## config.mk

```make
export PLATFORM = sky130hd
export DESIGN_NAME = escape_time_fractal_pixel_core
export DESIGN_NICKNAME = d
export VERILOG_FILES = /design/src/rtl/core/efp_pkg.sv /design/src/rtl/core/efp_mult.sv /design/src/rtl/core/efp_cdiv.sv /design/src/rtl/core/escape_time_fractal_pixel_core.sv
export VERILOG_INCLUDE_DIRS = /design/src /design/src/rtl/core
export SDC_FILE = /design/constraint.sdc
export NUM_CORES = 2
export LEC_CHECK = 0
export BUFFER_PORTS_ARGS = -buffer_cell sky130_fd_sc_hd__buf_2
export CAP_MARGIN = 25
export CORE_MARGIN = 4
export CORE_UTILIZATION = 33
export CTS_CLUSTER_SIZE = 20
export DETAILED_ROUTE_END_ITERATION = 6
export GPL_TIMING_DRIVEN = 0
export PLACE_DENSITY = 0.54
export SLEW_MARGIN = 10
export SYNTH_ARGS = -nofsm -noshare
export SYNTH_HDL_FRONTEND = slang
export SYNTH_SLANG_ARGS = --single-unit
export TNS_END_PERCENT = 100
```

## constraint.sdc

```tcl
create_clock -name clk_i -period 12.25 [get_ports clk_i]
set_input_delay 1.225 -clock clk_i [delete_from_list [all_inputs] [get_ports clk_i]]
set_output_delay 1.225 -clock clk_i [all_outputs]
set_load 0.005 [all_outputs]
```

## src/rtl/core/escape_time_fractal_pixel_core_defines.svh

```systemverilog
// ----------------------------------------------------------------------------
// Escape-time fractal pixel core: assertion macros
// Shared assertion forms, clocked on clk_i and held off while rst_ni is low.
// ----------------------------------------------------------------------------
`ifndef ESCAPE_TIME_FRACTAL_PIXEL_CORE_DEFINES_SVH
`define ESCAPE_TIME_FRACTAL_PIXEL_CORE_DEFINES_SVH

// Property checked at every rising edge of clk_i outside reset
`define EFP_ASSERT_CLK(lbl, prop, msg) \
  lbl: assert property (@(posedge clk_i) disable iff (!rst_ni) prop) else $error(msg);

// Same-cycle implication outside reset
`define EFP_ASSERT_IMP(lbl, ante, cons, msg) \
  `EFP_ASSERT_CLK(lbl, (ante) |-> (cons), msg)

// Next-cycle implication outside reset
`define EFP_ASSERT_NXT(lbl, ante, cons, msg) \
  `EFP_ASSERT_CLK(lbl, (ante) |=> (cons), msg)

`endif

```

## src/rtl/core/efp_pkg.sv

```systemverilog
// ----------------------------------------------------------------------------
// Escape-time fractal pixel package
// Widths, fixed-point constants, colour weights and saturation helpers.
// ----------------------------------------------------------------------------
`timescale 1ns / 1ps
`default_nettype none

package efp_pkg;

  // Fixed-point format: signed Q4.28
  localparam int unsigned DATA_W   = 32;
  localparam int unsigned PROD_W   = 64;
  localparam int unsigned SAT_IN_W = 66;
  localparam int unsigned Q_FRAC   = 28;

  // Field widths
  localparam int unsigned COORD_W   = 10;
  localparam int unsigned CNT_OUT_W = 7;
  localparam int unsigned RED_W     = 7;
  localparam int unsigned GREEN_W   = 8;
  localparam int unsigned BLUE_W    = 8;

  // Configuration port
  localparam int unsigned CFG_IDX_W = 2;
  localparam logic [CFG_IDX_W-1:0] CFG_START_REAL = 2'd0;
  localparam logic [CFG_IDX_W-1:0] CFG_START_IMAG = 2'd1;

  // Escape bound: |s|^2 <= 4 in the full-width square domain (2^58)
  localparam logic [PROD_W-1:0] ESC_LIMIT = 64'h0400_0000_0000_0000;

  // 0.5 in Q4.28, widened for the saturation domain
  localparam logic signed [SAT_IN_W-1:0] POINT_FIVE = SAT_IN_W'(64'd1 << (Q_FRAC - 1));

  // Saturation bounds of the signed 32-bit range
  localparam logic signed [SAT_IN_W-1:0] SAT_HI =
    {{(SAT_IN_W-DATA_W+1){1'b0}}, {(DATA_W-1){1'b1}}};
  localparam logic signed [SAT_IN_W-1:0] SAT_LO =
    {{(SAT_IN_W-DATA_W+1){1'b1}}, {(DATA_W-1){1'b0}}};

  // Colour weights and quotient width (a quotient never exceeds its weight)
  localparam int unsigned COLOUR_K_W = 8;
  localparam int unsigned QUO_W      = 8;
  localparam logic [COLOUR_K_W-1:0] RED_K   = 8'd100;
  localparam logic [COLOUR_K_W-1:0] GREEN_K = 8'd195;
  localparam logic [COLOUR_K_W-1:0] BLUE_K  = 8'd220;

  // Sign-extend a product into the saturation domain
  function automatic logic signed [SAT_IN_W-1:0] sext_prod(input logic [PROD_W-1:0] p);
    return {{(SAT_IN_W-PROD_W){p[PROD_W-1]}}, p};
  endfunction

  // Sign-extend a data word into the saturation domain
  function automatic logic signed [SAT_IN_W-1:0] sext_data(input logic [DATA_W-1:0] d);
    return {{(SAT_IN_W-DATA_W){d[DATA_W-1]}}, d};
  endfunction

  // Clamp to the signed 32-bit range
  function automatic logic [DATA_W-1:0] sat_data(input logic signed [SAT_IN_W-1:0] v);
    logic [DATA_W-1:0] r;
    if (v > SAT_HI) begin
      r = {1'b0, {(DATA_W-1){1'b1}}};
    end else if (v < SAT_LO) begin
      r = {1'b1, {(DATA_W-1){1'b0}}};
    end else begin
      r = v[DATA_W-1:0];
    end
    return r;
  endfunction

endpackage

`default_nettype wire

```

## src/rtl/core/efp_mult.sv

```systemverilog
// ----------------------------------------------------------------------------
// Escape-time fractal pixel: shared multiplier
// One signed 32x32 multiply per cycle with the full 64-bit product registered.
// ----------------------------------------------------------------------------
`timescale 1ns / 1ps
`default_nettype none

module efp_mult import efp_pkg::*; (
  input  wire logic                     clk_i,
  input  wire logic signed [DATA_W-1:0] a_i,
  input  wire logic signed [DATA_W-1:0] b_i,
  output logic             [PROD_W-1:0] p_o
);

  logic signed [PROD_W-1:0] prod;
  logic        [PROD_W-1:0] p_q;

  // Full signed product
  assign prod = a_i * b_i;

  // Register the product
  always_ff @(posedge clk_i) begin
    p_q <= prod;
  end

  assign p_o = p_q;

endmodule

`default_nettype wire

```

## src/rtl/core/efp_cdiv.sv

```systemverilog
// ----------------------------------------------------------------------------
// Escape-time fractal pixel: colour scale lane
// floor(count*weight/limit) by one multiply with a rounded-up reciprocal,
// registered on load.
// ----------------------------------------------------------------------------
`timescale 1ns / 1ps
`default_nettype none

module efp_cdiv import efp_pkg::*; #(
  parameter int unsigned           CNT_W = 7,
  parameter int unsigned           DEN   = 75,
  parameter logic [COLOUR_K_W-1:0] K     = 8'd100
) (
  input  wire logic             clk_i,
  input  wire logic             load_i,
  input  wire logic [CNT_W-1:0] cnt_i,
  output logic      [QUO_W-1:0] quo_o
);

  // A shift of twice the count width keeps the floor exact for every
  // count up to the limit, since the limit squared stays below 2^SHIFT
  localparam int unsigned SHIFT   = 2 * CNT_W;
  localparam int unsigned RECIP_W = SHIFT + COLOUR_K_W;
  localparam int unsigned SCALE_W = CNT_W + RECIP_W;
  localparam logic [63:0] RECIP_WIDE =
    ((64'(K) << SHIFT) + 64'(DEN) - 64'd1) / 64'(DEN);
  localparam logic [RECIP_W-1:0] RECIP = RECIP_WIDE[RECIP_W-1:0];

  logic [SCALE_W-1:0] scaled;
  logic [QUO_W-1:0]   quo_q, quo_d;

  // Count times the scaled weight over the limit
  assign scaled = SCALE_W'(cnt_i) * SCALE_W'(RECIP);

  // Take the quotient on load, hold it otherwise
  always_comb begin
    quo_d = quo_q;
    if (load_i) begin
      quo_d = scaled[SHIFT +: QUO_W];
    end
  end

  always_ff @(posedge clk_i) begin
    quo_q <= quo_d;
  end

  assign quo_o = quo_q;

endmodule

`default_nettype wire

```

## src/rtl/core/escape_time_fractal_pixel_core.sv

```systemverilog
// ----------------------------------------------------------------------------
// Escape-time fractal pixel core
// Maps a pixel to a complex point c, iterates s = s*s + c in Q4.28 from the
// configured start point until escape or the iteration limit, and returns
// the count with a colour scaled from it.
//
//   channel  | control            | word
//   ---------+--------------------+---------------------------------------
//   pixel    | start_i / busy_o   | pixel_x_i, pixel_y_i
//   result   | done_o (strobe)    | out_x_o, out_y_o, iteration_count_o,
//            |                    | red_o, green_o, blue_o
//   config   | cfg_we_i           | cfg_idx_i, cfg_wdata_i
//
// A pixel is taken in ST_IDLE, the next one in the cycle after done_o.
// Mapping runs in ST_MAP_R, ST_MAP_I and ST_MAP_C; each iteration takes
// three products on the single shared multiplier and the update ST_STEP;
// ST_DIV loads the reciprocal-multiply colour scale, ST_DONE strobes done_o.
// busy_o is high from the cycle after a pixel is taken until done_o falls.
// The result word is shown for one cycle only; the receiver cannot stall.
// Reset clears the start point to zero and returns the sequencer to idle.
// ----------------------------------------------------------------------------
`timescale 1ns / 1ps
`default_nettype none

`include "escape_time_fractal_pixel_core_defines.svh"

module escape_time_fractal_pixel_core import efp_pkg::*; #(
  parameter int unsigned GRID_WIDTH     = 1000,
  parameter int unsigned GRID_HEIGHT    = 1000,
  parameter int unsigned MAX_ITERATIONS = 75
) (
  input  wire logic                 clk_i,
  input  wire logic                 rst_ni,
  // pixel channel
  input  wire logic                 start_i,
  output logic                      busy_o,
  input  wire logic [COORD_W-1:0]   pixel_x_i,
  input  wire logic [COORD_W-1:0]   pixel_y_i,
  // result channel
  output logic                      done_o,
  output logic      [COORD_W-1:0]   out_x_o,
  output logic      [COORD_W-1:0]   out_y_o,
  output logic      [CNT_OUT_W-1:0] iteration_count_o,
  output logic      [RED_W-1:0]     red_o,
  output logic      [GREEN_W-1:0]   green_o,
  output logic      [BLUE_W-1:0]    blue_o,
  // configuration port
  input  wire logic                 cfg_we_i,
  input  wire logic [CFG_IDX_W-1:0] cfg_idx_i,
  input  wire logic [DATA_W-1:0]    cfg_wdata_i
);

  localparam int unsigned CNT_W = $clog2(MAX_ITERATIONS + 1);
  localparam logic [CNT_W-1:0] MAX_CNT = CNT_W'(MAX_ITERATIONS);

  // Scale constants 2/W and 2/H in Q4.28, rounded
  localparam logic [63:0] KW_WIDE =
    ((64'd1 << 29) + 64'(GRID_WIDTH / 2)) / 64'(GRID_WIDTH);
  localparam logic [63:0] KH_WIDE =
    ((64'd1 << 29) + 64'(GRID_HEIGHT / 2)) / 64'(GRID_HEIGHT);
  localparam logic [DATA_W-1:0] KW      = KW_WIDE[DATA_W-1:0];
  localparam logic [DATA_W-1:0] KH      = KH_WIDE[DATA_W-1:0];
  localparam logic [DATA_W-1:0] GW_HALF = DATA_W'(GRID_WIDTH / 2);
  localparam logic [DATA_W-1:0] GH      = DATA_W'(GRID_HEIGHT);

  typedef enum logic [9:0] {
    ST_IDLE   = 10'b00_0000_0001,
    ST_MAP_R  = 10'b00_0000_0010,
    ST_MAP_I  = 10'b00_0000_0100,
    ST_MAP_C  = 10'b00_0000_1000,
    ST_MUL_RR = 10'b00_0001_0000,
    ST_MUL_II = 10'b00_0010_0000,
    ST_MUL_RI = 10'b00_0100_0000,
    ST_STEP   = 10'b00_1000_0000,
    ST_DIV    = 10'b01_0000_0000,
    ST_DONE   = 10'b10_0000_0000
  } state_e;

  state_e state_q, state_d;

  logic [DATA_W-1:0]    start_re_q, start_im_q;
  logic [COORD_W-1:0]   px_q, py_q;
  logic [DATA_W-1:0]    re_q, re_d, im_q, im_d;
  logic [DATA_W-1:0]    cr_q, cr_d, ci_q, ci_d;
  logic [PROD_W-1:0]    rr_q, rr_d, ii_q, ii_d;
  logic [CNT_W-1:0]     cnt_q, cnt_d;

  logic signed [DATA_W-1:0] mul_a, mul_b;
  logic        [PROD_W-1:0] prod;
  logic        [DATA_W-1:0] dx, dy;
  logic        [PROD_W-1:0] mag;
  logic                     stop;
  logic signed [SAT_IN_W-1:0] diff_rr_ii;
  logic                     div_load;
  logic [QUO_W-1:0]         red_quo, green_quo, blue_quo;
  logic [CNT_W+CNT_OUT_W-1:0] cnt_ext;

  // Start point registers
  always_ff @(posedge clk_i or negedge rst_ni) begin
    if (!rst_ni) begin
      start_re_q <= '0;
      start_im_q <= '0;
    end else if (cfg_we_i) begin
      if (cfg_idx_i == CFG_START_REAL) begin
        start_re_q <= cfg_wdata_i;
      end else if (cfg_idx_i == CFG_START_IMAG) begin
        start_im_q <= cfg_wdata_i;
      end
    end
  end

  // Offsets from the grid centre: x - W/2 and 2y - H
  assign dx = {{(DATA_W-COORD_W){1'b0}}, px_q} - GW_HALF;
  assign dy = {{(DATA_W-COORD_W-1){1'b0}}, py_q, 1'b0} - GH;

  // Operand select for the shared multiplier
  always_comb begin
    unique case (state_q)
      ST_MAP_R: begin
        mul_a = $signed(dx);
        mul_b = $signed(KW);
      end
      ST_MAP_I: begin
        mul_a = $signed(dy);
        mul_b = $signed(KH);
      end
      ST_MUL_RR: begin
        mul_a = $signed(re_q);
        mul_b = $signed(re_q);
      end
      ST_MUL_II: begin
        mul_a = $signed(im_q);
        mul_b = $signed(im_q);
      end
      default: begin
        mul_a = $signed(re_q);
        mul_b = $signed(im_q);
      end
    endcase
  end

  efp_mult u_mult (
    .clk_i (clk_i),
    .a_i   (mul_a),
    .b_i   (mul_b),
    .p_o   (prod)
  );

  // Escape test on the two squares; the im*im product arrives in ST_MUL_RI
  assign mag        = rr_q + prod;
  assign stop       = (cnt_q == MAX_CNT) || (mag > ESC_LIMIT);
  assign diff_rr_ii = sext_prod(rr_q) - sext_prod(ii_q);

  // Sequencer and datapath update
  always_comb begin
    state_d   = state_q;
    re_d      = re_q;
    im_d      = im_q;
    cr_d      = cr_q;
    ci_d      = ci_q;
    rr_d      = rr_q;
    ii_d      = ii_q;
    cnt_d     = cnt_q;
    div_load  = 1'b0;
    unique case (state_q)
      ST_IDLE: begin
        if (start_i) begin
          re_d    = start_re_q;
          im_d    = start_im_q;
          cnt_d   = '0;
          state_d = ST_MAP_R;
        end
      end
      ST_MAP_R: begin
        state_d = ST_MAP_I;
      end
      ST_MAP_I: begin
        cr_d    = sat_data(sext_prod(prod) - POINT_FIVE);
        state_d = ST_MAP_C;
      end
      ST_MAP_C: begin
        ci_d    = sat_data(sext_prod(prod) >>> 1);
        state_d = ST_MUL_RR;
      end
      ST_MUL_RR: begin
        state_d = ST_MUL_II;
      end
      ST_MUL_II: begin
        rr_d    = prod;
        state_d = ST_MUL_RI;
      end
      ST_MUL_RI: begin
        if (stop) begin
          state_d = ST_DIV;
        end else begin
          ii_d    = prod;
          state_d = ST_STEP;
        end
      end
      ST_STEP: begin
        re_d    = sat_data((diff_rr_ii >>> Q_FRAC) + sext_data(cr_q));
        im_d    = sat_data((sext_prod(prod) >>> (Q_FRAC - 1)) + sext_data(ci_q));
        cnt_d   = cnt_q + CNT_W'(1);
        state_d = ST_MUL_RR;
      end
      ST_DIV: begin
        div_load = 1'b1;
        state_d  = ST_DONE;
      end
      ST_DONE: begin
        state_d = ST_IDLE;
      end
      default: begin
        state_d = ST_IDLE;
      end
    endcase
  end

  // Control registers
  always_ff @(posedge clk_i or negedge rst_ni) begin
    if (!rst_ni) begin
      state_q   <= ST_IDLE;
      cnt_q     <= '0;
    end else begin
      state_q   <= state_d;
      cnt_q     <= cnt_d;
    end
  end

  // Datapath registers; capture the pixel word on accept
  always_ff @(posedge clk_i) begin
    if (state_q == ST_IDLE && start_i) begin
      px_q <= pixel_x_i;
      py_q <= pixel_y_i;
    end
    re_q <= re_d;
    im_q <= im_d;
    cr_q <= cr_d;
    ci_q <= ci_d;
    rr_q <= rr_d;
    ii_q <= ii_d;
  end

  // Colour lanes
  efp_cdiv #(.CNT_W(CNT_W), .DEN(MAX_ITERATIONS), .K(RED_K)) u_cdiv_red (
    .clk_i  (clk_i),
    .load_i (div_load),
    .cnt_i  (cnt_q),
    .quo_o  (red_quo)
  );

  efp_cdiv #(.CNT_W(CNT_W), .DEN(MAX_ITERATIONS), .K(GREEN_K)) u_cdiv_green (
    .clk_i  (clk_i),
    .load_i (div_load),
    .cnt_i  (cnt_q),
    .quo_o  (green_quo)
  );

  efp_cdiv #(.CNT_W(CNT_W), .DEN(MAX_ITERATIONS), .K(BLUE_K)) u_cdiv_blue (
    .clk_i  (clk_i),
    .load_i (div_load),
    .cnt_i  (cnt_q),
    .quo_o  (blue_quo)
  );

  // Result word, masked to the field widths
  assign cnt_ext           = {{CNT_OUT_W{1'b0}}, cnt_q};
  assign busy_o            = (state_q != ST_IDLE);
  assign done_o            = (state_q == ST_DONE);
  assign out_x_o           = px_q;
  assign out_y_o           = py_q;
  assign iteration_count_o = cnt_ext[CNT_OUT_W-1:0];
  assign red_o             = red_quo[RED_W-1:0];
  assign green_o           = green_quo[GREEN_W-1:0];
  assign blue_o            = blue_quo[BLUE_W-1:0];

  // Checks
  `EFP_ASSERT_NXT(a_accept_busy, start_i && !busy_o, busy_o && !done_o, "accept did not go busy")
  `EFP_ASSERT_NXT(a_done_single, done_o, !done_o && !busy_o, "result strobe not single")
  `EFP_ASSERT_IMP(a_cnt_bound, busy_o, cnt_q <= MAX_CNT, "iteration count beyond limit")
  `EFP_ASSERT_NXT(a_step_count, state_q == ST_STEP, cnt_q == $past(cnt_q) + CNT_W'(1), "step lost count")

endmodule

`default_nettype wire

```

### Word level (Yosys, flattened, before mapping)

Cells that the tools add are included.

* output and inout port bits: 52
* logic and storage cells: 81
* flip-flop bits (word level): 444
* bits of input ports: 58

* reduce and logical (&&, ||, !) cells: 10
* multiply operators: 4
* magnitude comparators: 9
* add/subtract/negate cells: 8
* equal/unequal tests: 14
* mux-type cells: 18
* bitwise gates (word level): 2

Operator list (number)
* 2-to-1 mux 32 bit: 8
* one-hot mux 32 bit (2 select lines): 3
* one-hot mux 32 bit (3 select lines): 1
* one-hot mux 10 bit (8 select lines): 1
* adder 37 x 32 -> 38 bit: 2
* > comparator 38 x 32 -> 1 bit (second input constant): 2
* < comparator 38 x 32 -> 1 bit (second input constant): 2
* > comparator 65 x 32 -> 1 bit (second input constant): 1
* < comparator 65 x 32 -> 1 bit (second input constant): 1
* subtractor 64 x 29 -> 65 bit (second input constant): 1
* subtractor 64 x 64 -> 65 bit: 1
* adder 64 bit: 1
* > comparator 64 x 59 -> 1 bit (second input constant): 1
* multiplier 32 x 32 -> 64 bit: 1
* > comparator 63 x 32 -> 1 bit (second input constant): 1
* < comparator 63 x 32 -> 1 bit (second input constant): 1
* multiplier 7 x 14 -> 20 bit (second input constant): 2
* multiplier 7 x 16 -> 22 bit (second input constant): 1
* one-hot mux 7 bit (2 select lines): 1
* subtractor 11 x 10 -> 12 bit (second input constant): 1
* subtractor 10 x 9 -> 11 bit (second input constant): 1
* == test 10 x 1 -> 1 bit (second input constant): 1
* == test 10 bit (second input constant): 1
* == test 10 x 2 -> 1 bit (second input constant): 1
* other kinds (24): 28

### Depth between registers and ports, before layout

* depth after elaboration: 6
* mapped depth: 43

### Hierarchy

From an unflattened synthesis, not the netlist that was laid out.

* cells, all modules: 7499
* area, all modules: 69813.2 sq um

Modules (own cells, without submodules)
* efp_mult: cells an instance 4145, times used 1, area an instance 38255.4 sq um
* escape_time_fractal_pixel_core: cells an instance 2815, times used 1, area an instance 26172.6 sq um
* efp_cdiv (u_cdiv_blue): cells an instance 204, times used 1, area an instance 1980.6 sq um
* efp_cdiv (u_cdiv_green): cells an instance 172, times used 1, area an instance 1821.7 sq um
* efp_cdiv (u_cdiv_red): cells an instance 163, times used 1, area an instance 1582.8 sq um

### Worst setup path before layout

No wires, ideal clock.

* path kind: reg2reg
* start: register state_q[8]
* end: register u_mult.p_q[63] (netlist: u_mult.p_o[63])
* cell stages (with the launch flop): 37
* clock period less this slack: 11.019 ns
* setup slack: 1.231 ns
* required time: 12.178 ns
* data arrival time: 10.947 ns
* cell sequence: dfrtp_1 > nor2_1 > nand4_1 > or3b_2 > clkbuf_1 > clkinv_1 > nor2_1 > clkbuf_1 > nand2_1 > clkbuf_1 > o21ai_1 > clkbuf_1 > nor2_1 > fa_1 > fa_1 > inv_1 > fa_1 > inv_1 > fa_1 > inv_1 > fa_1 > inv_1 > fa_1 > fa_1 > inv_1 > fa_1 > inv_1 > ha_1 > a21o_1 > a21oi_1 > o21ai_0 > nor2b_1 > a221oi_1 > a21oi_1 > a311o_1 > a21oi_1 > xnor2_1

* cells in the longest elaborated chain, start to end: 4
* elaborated cells between the ends (all ways): 8
* those cells by class: mul (1); eq/ne (4); mux (2); reduce/logical (1)

Ends and longest elaborated chain
* start: declaration: RTL line escape_time_fractal_pixel_core.sv:79 `state_e state_q, state_d;`
* start signal: assignment: RTL line escape_time_fractal_pixel_core.sv:225 `state_q <= state_d;`
* == test 10 x 3 -> 1 bit / == test 10 x 2 -> 1 bit (equally long branches): RTL line escape_time_fractal_pixel_core.sv:118 `unique case (state_q)`
* OR reduction 2 bit (no line)
* one-hot mux 32 bit (2 select lines): RTL line escape_time_fractal_pixel_core.sv:118
* multiplier 32 x 32 -> 64 bit *: RTL line efp_mult.sv:19 `assign prod = a_i * b_i;`
* via u_mult.prod[63]: RTL line efp_mult.sv:15 `logic signed [PROD_W-1:0] prod;`
* end signal: assignment: RTL line efp_mult.sv:23 `p_q <= prod;`
* end: declaration: RTL line efp_mult.sv:16 `logic [PROD_W-1:0] p_q;`

Mark *: on every way through the listed nets, which the timed path passes. The rest lies on a longest branch.
A chain may end at the register's enable or synchronous reset.

### Worst setup path after layout

* start: register state_q[0]
* end: register u_mult.p_q[45] (netlist: u_mult.p_o[45])

Same word-level chain as after synthesis.

==> flow_summary.json <==
{
  "maxCapViolations": 0,
  "cts_root_buf": "clkbuf_16",
  "synth_area_per_cell_um2": 9.23,
  "min_path_type": "in2async",
  "fp-row-count": 165,
  "critPathBufInv": 9,
  "gp_congestion": 1.03,
  "dp_hpwl_um": 231000,
  "grt_start_max_net_pins": 72,
  "antenna_found_initial": 11,
  "drc_errors": 0,
  "slowest_delay_ns": 0.89,
  "ctsHoldBuffers": 0,
  "initial_core_util": 0.332,
  "cp_slowest_cell": "clkbuf_1",
  "grt_pass1_wl_um": 397000,
  "crit_fanout": 10,
  "grt_pass1_vias": 55700,
  "die_w_um": 460,
  "detail_route.wirelength_um": 275000,
  "cts_buffers": 51,
  "avgRoutedWirePerCell_um": 26.8,
  "vias": 55200,
  "slew_violations": 0,
  "cpLargestDelayFamily": "adder cells",
  "clkSlewWorstSetupHoldPaths_ns": 0.06,
  "setup_viol": 0,
  "finClkSkew_ns": 0.0610,
  "drtPass1Iterations": 6,
  "crit_path_end_kind": "flop",
  "synthesis.area_mm2": 0.0674,
  "setup_ws_ns": 0.236,
  "criticalPathCategory": "reg2reg",
  "min_period_ns": 12.01,
  "period_share": 0.981,
  "timing.hold.ws_ns": 0.490,
  "ant_nets": 0,
  "dp_slack_ns": -2.86,
  "port_buffers": 109,
  "die-area_mm2": 0.212,
  "synth-edff-count": 299,
  "boundaryPins": 110,
  "fmax_mhz": 83.2,
  "worstPathArrival_ns": 12.51,
  "outcome": "completed",
  "worstSetupStartpointType": "flop",
  "ys_seq_area_frac": 0.182,
  "area_growth_pct": 10.6,
  "cts.sinks": 444,
  "cp_data_required_time_ns": 12.75,
  "die_y_um": 460,
  "syn_nets": 9007,
  "core_area_mm2": 0.203,
  "yosysUniqueCellTypes": 97,
  "syn_inst": 7300,
  "first_iter_violations": 5488,
  "synthArstFlopShare": 0.182,
  "ys_ff_latch": 444,
  "max_slew_margin": 0.171,
  "synth_warnings": 0,
  "cts_tree": "yes",
  "track_usage": 0.259,
  "cts_buffer_depth": 3,
  "grt_overflow": 0,
  "worst_skew_pair.late_latency_ns": 0.67,
  "crit_top_cell": "fa_1",
  "drive_gt1_frac": 0.0734,
  "ys.flop_type": "edfxtp_1",
  "viasPerCell": 5.39,
  "htreeDepth": 2,
  "tightest_slew_ns": 1.24,
  "final_nets": 9238,
  "hold_viol_final": 0
}
-- final timing paths --
path                                from                   end  slack, ns  cells past startpoint
max                           state_q[0]        u_mult.p_o[45]       0.24                     35
min reg2reg                start_im_q[2]         start_im_q[2]       0.51                      1
min in group clk_i         start_im_q[2]         start_im_q[2]       0.51                      1
max in group asynchronous         rst_ni            state_q[0]      11.11                      2
min                               rst_ni  iteration_count_o[4]       0.49                      1
max reg2reg                   state_q[0]        u_mult.p_o[45]       0.24                     35
-- Yosys cell counts, types with 26 or more instances --
| library cell | number | area (um2) |
|---|---|---|
| inv_1 | 1296 | 4860 |
| fa_1 | 1137 | 22800 |
| nand2_1 | 925 | 3470 |
| nor2_1 | 659 | 2470 |
| ha_1 | 512 | 6410 |
| a21oi_1 | 317 | 1590 |
| edfxtp_1 | 299 | 8980 |
| clkbuf_1 | 285 | 1070 |
| o21ai_0 | 195 | 976 |
| a21o_1 | 193 | 1450 |
| xnor2_1 | 157 | 1380 |
| nand3_1 | 93 | 465 |
| o21a_1 | 82 | 616 |
| dfrtp_1 | 80 | 2000 |
| xor2_1 | 75 | 657 |
| nand4_1 | 71 | 444 |
| nor3_1 | 71 | 355 |
| mux2_2 | 66 | 743 |
| dfxtp_1 | 64 | 1280 |
| o21bai_1 | 54 | 405 |
| o21ai_1 | 46 | 230 |
| a211oi_1 | 36 | 270 |
| and3_1 | 36 | 225 |
| or3_1 | 36 | 225 |
| nand2b_1 | 32 | 200 |
| and2_1 | 27 | 169 |
| a31oi_1 | 26 | 163 |
-- stage by stage --
stage / area (um2) / TNS [ns] / std cells / util
detailed placement: 72300 / -49.05 / 10100 / 0.357
global route: 74500 / -0.00722 / 10200 / 0.368
finish: 74500 / 0 / 10300 / 0.368
global placement: 71300 / -125.24 / 10100 / 0.352
floorplan: 67400 / 0 / 7300 / -
CTS: 74200 / 0 / 10200 / 0.366
-- layer usage --
metal	part of all wire	GRT usage
met5	0	0
met3	0.089	0.0498
met1	0.42	0.357
met2	0.44	0.398
met4	0.053	0.108
-- cells by family (layout without fill, tap and decap cells) --
logic type	count (synthesis)	in the layout	synth area share
muxes	71	71	0.0118
other	0	5	0
xor gates and xnor gates	233	233	0.0304
buffers and inverters	1605	1879	0.0899
DFF	444	444	0.182
and+or+nand+nor	2088	2088	0.135
adders and majority gates	1649	1649	0.433
AOI/OAI and AO/OA	1210	1210	0.118
-- worst reg2reg max path: cells and delay by family (launching register included) --
family / cells / cell delay [ns]
flops: 1 / 0.56
buf+inv: 9 / 3.44
xor+xnor: 1 / 0.39
compound gates: 9 / 2.29
fa+ha+maj: 9 / 4.34
simple gates: 7 / 0.84
-- registers in the layout, summed over array words and instances (netlist names), 8 cells and up --
register,count
start_re_q,32
ci_q,32
ii_q,64
out_y_o,10
cr_q,32
u_cdiv_blue.quo_o,8
u_mult.p_o,64
re_q,32
u_cdiv_green.quo_o,8
rr_q,64
state_q,10
im_q,32
start_im_q,32
out_x_o,10
-- cell usage in the layout (no fill, tap or decap), types with 38 or more instances in the layout --
master and instances:
fa_1 1134, xor2_1 75, o21ai_0 187, clkbuf_2 54
dfrtp_1 80, o21bai_1 54, nand2_1 923, clkbuf_16 55
ha_1 512, nand3_1 91, a21oi_1 314, nor2_1 656
inv_1 1292, nand4_1 71, o21a_1 65, dfxtp_1 64
a21o_1 193, nor3_1 71, buf_2 125, mux2_2 66
clkbuf_1 196, o21ai_1 38, edfxtp_1 299, xnor2_1 157
-- final cells by class --
class	instances	area, um2
Antenna cell	5	12.5
Buffer	288	1250
Clock buffer	63	1480
Clock inverter	33	274
Fill cell	20800	128000
Inverter	1300	4910
Multi-Input combinational cell	5251	49400
Sequential cell	444	12300
Tap cell	2672	3340
Timing Repair Buffer	195	1600
-- what timing repair did --
action | in CTS | in global routing
setup endpoints to repair | 40 | 17
setup buffers | 4 | 11
pin swaps | 3 | 2
resized for setup | 60 | 169
Power is not shown: default switching activity piles up to over one toggle a cycle in this logic, so the estimate is an artifact.
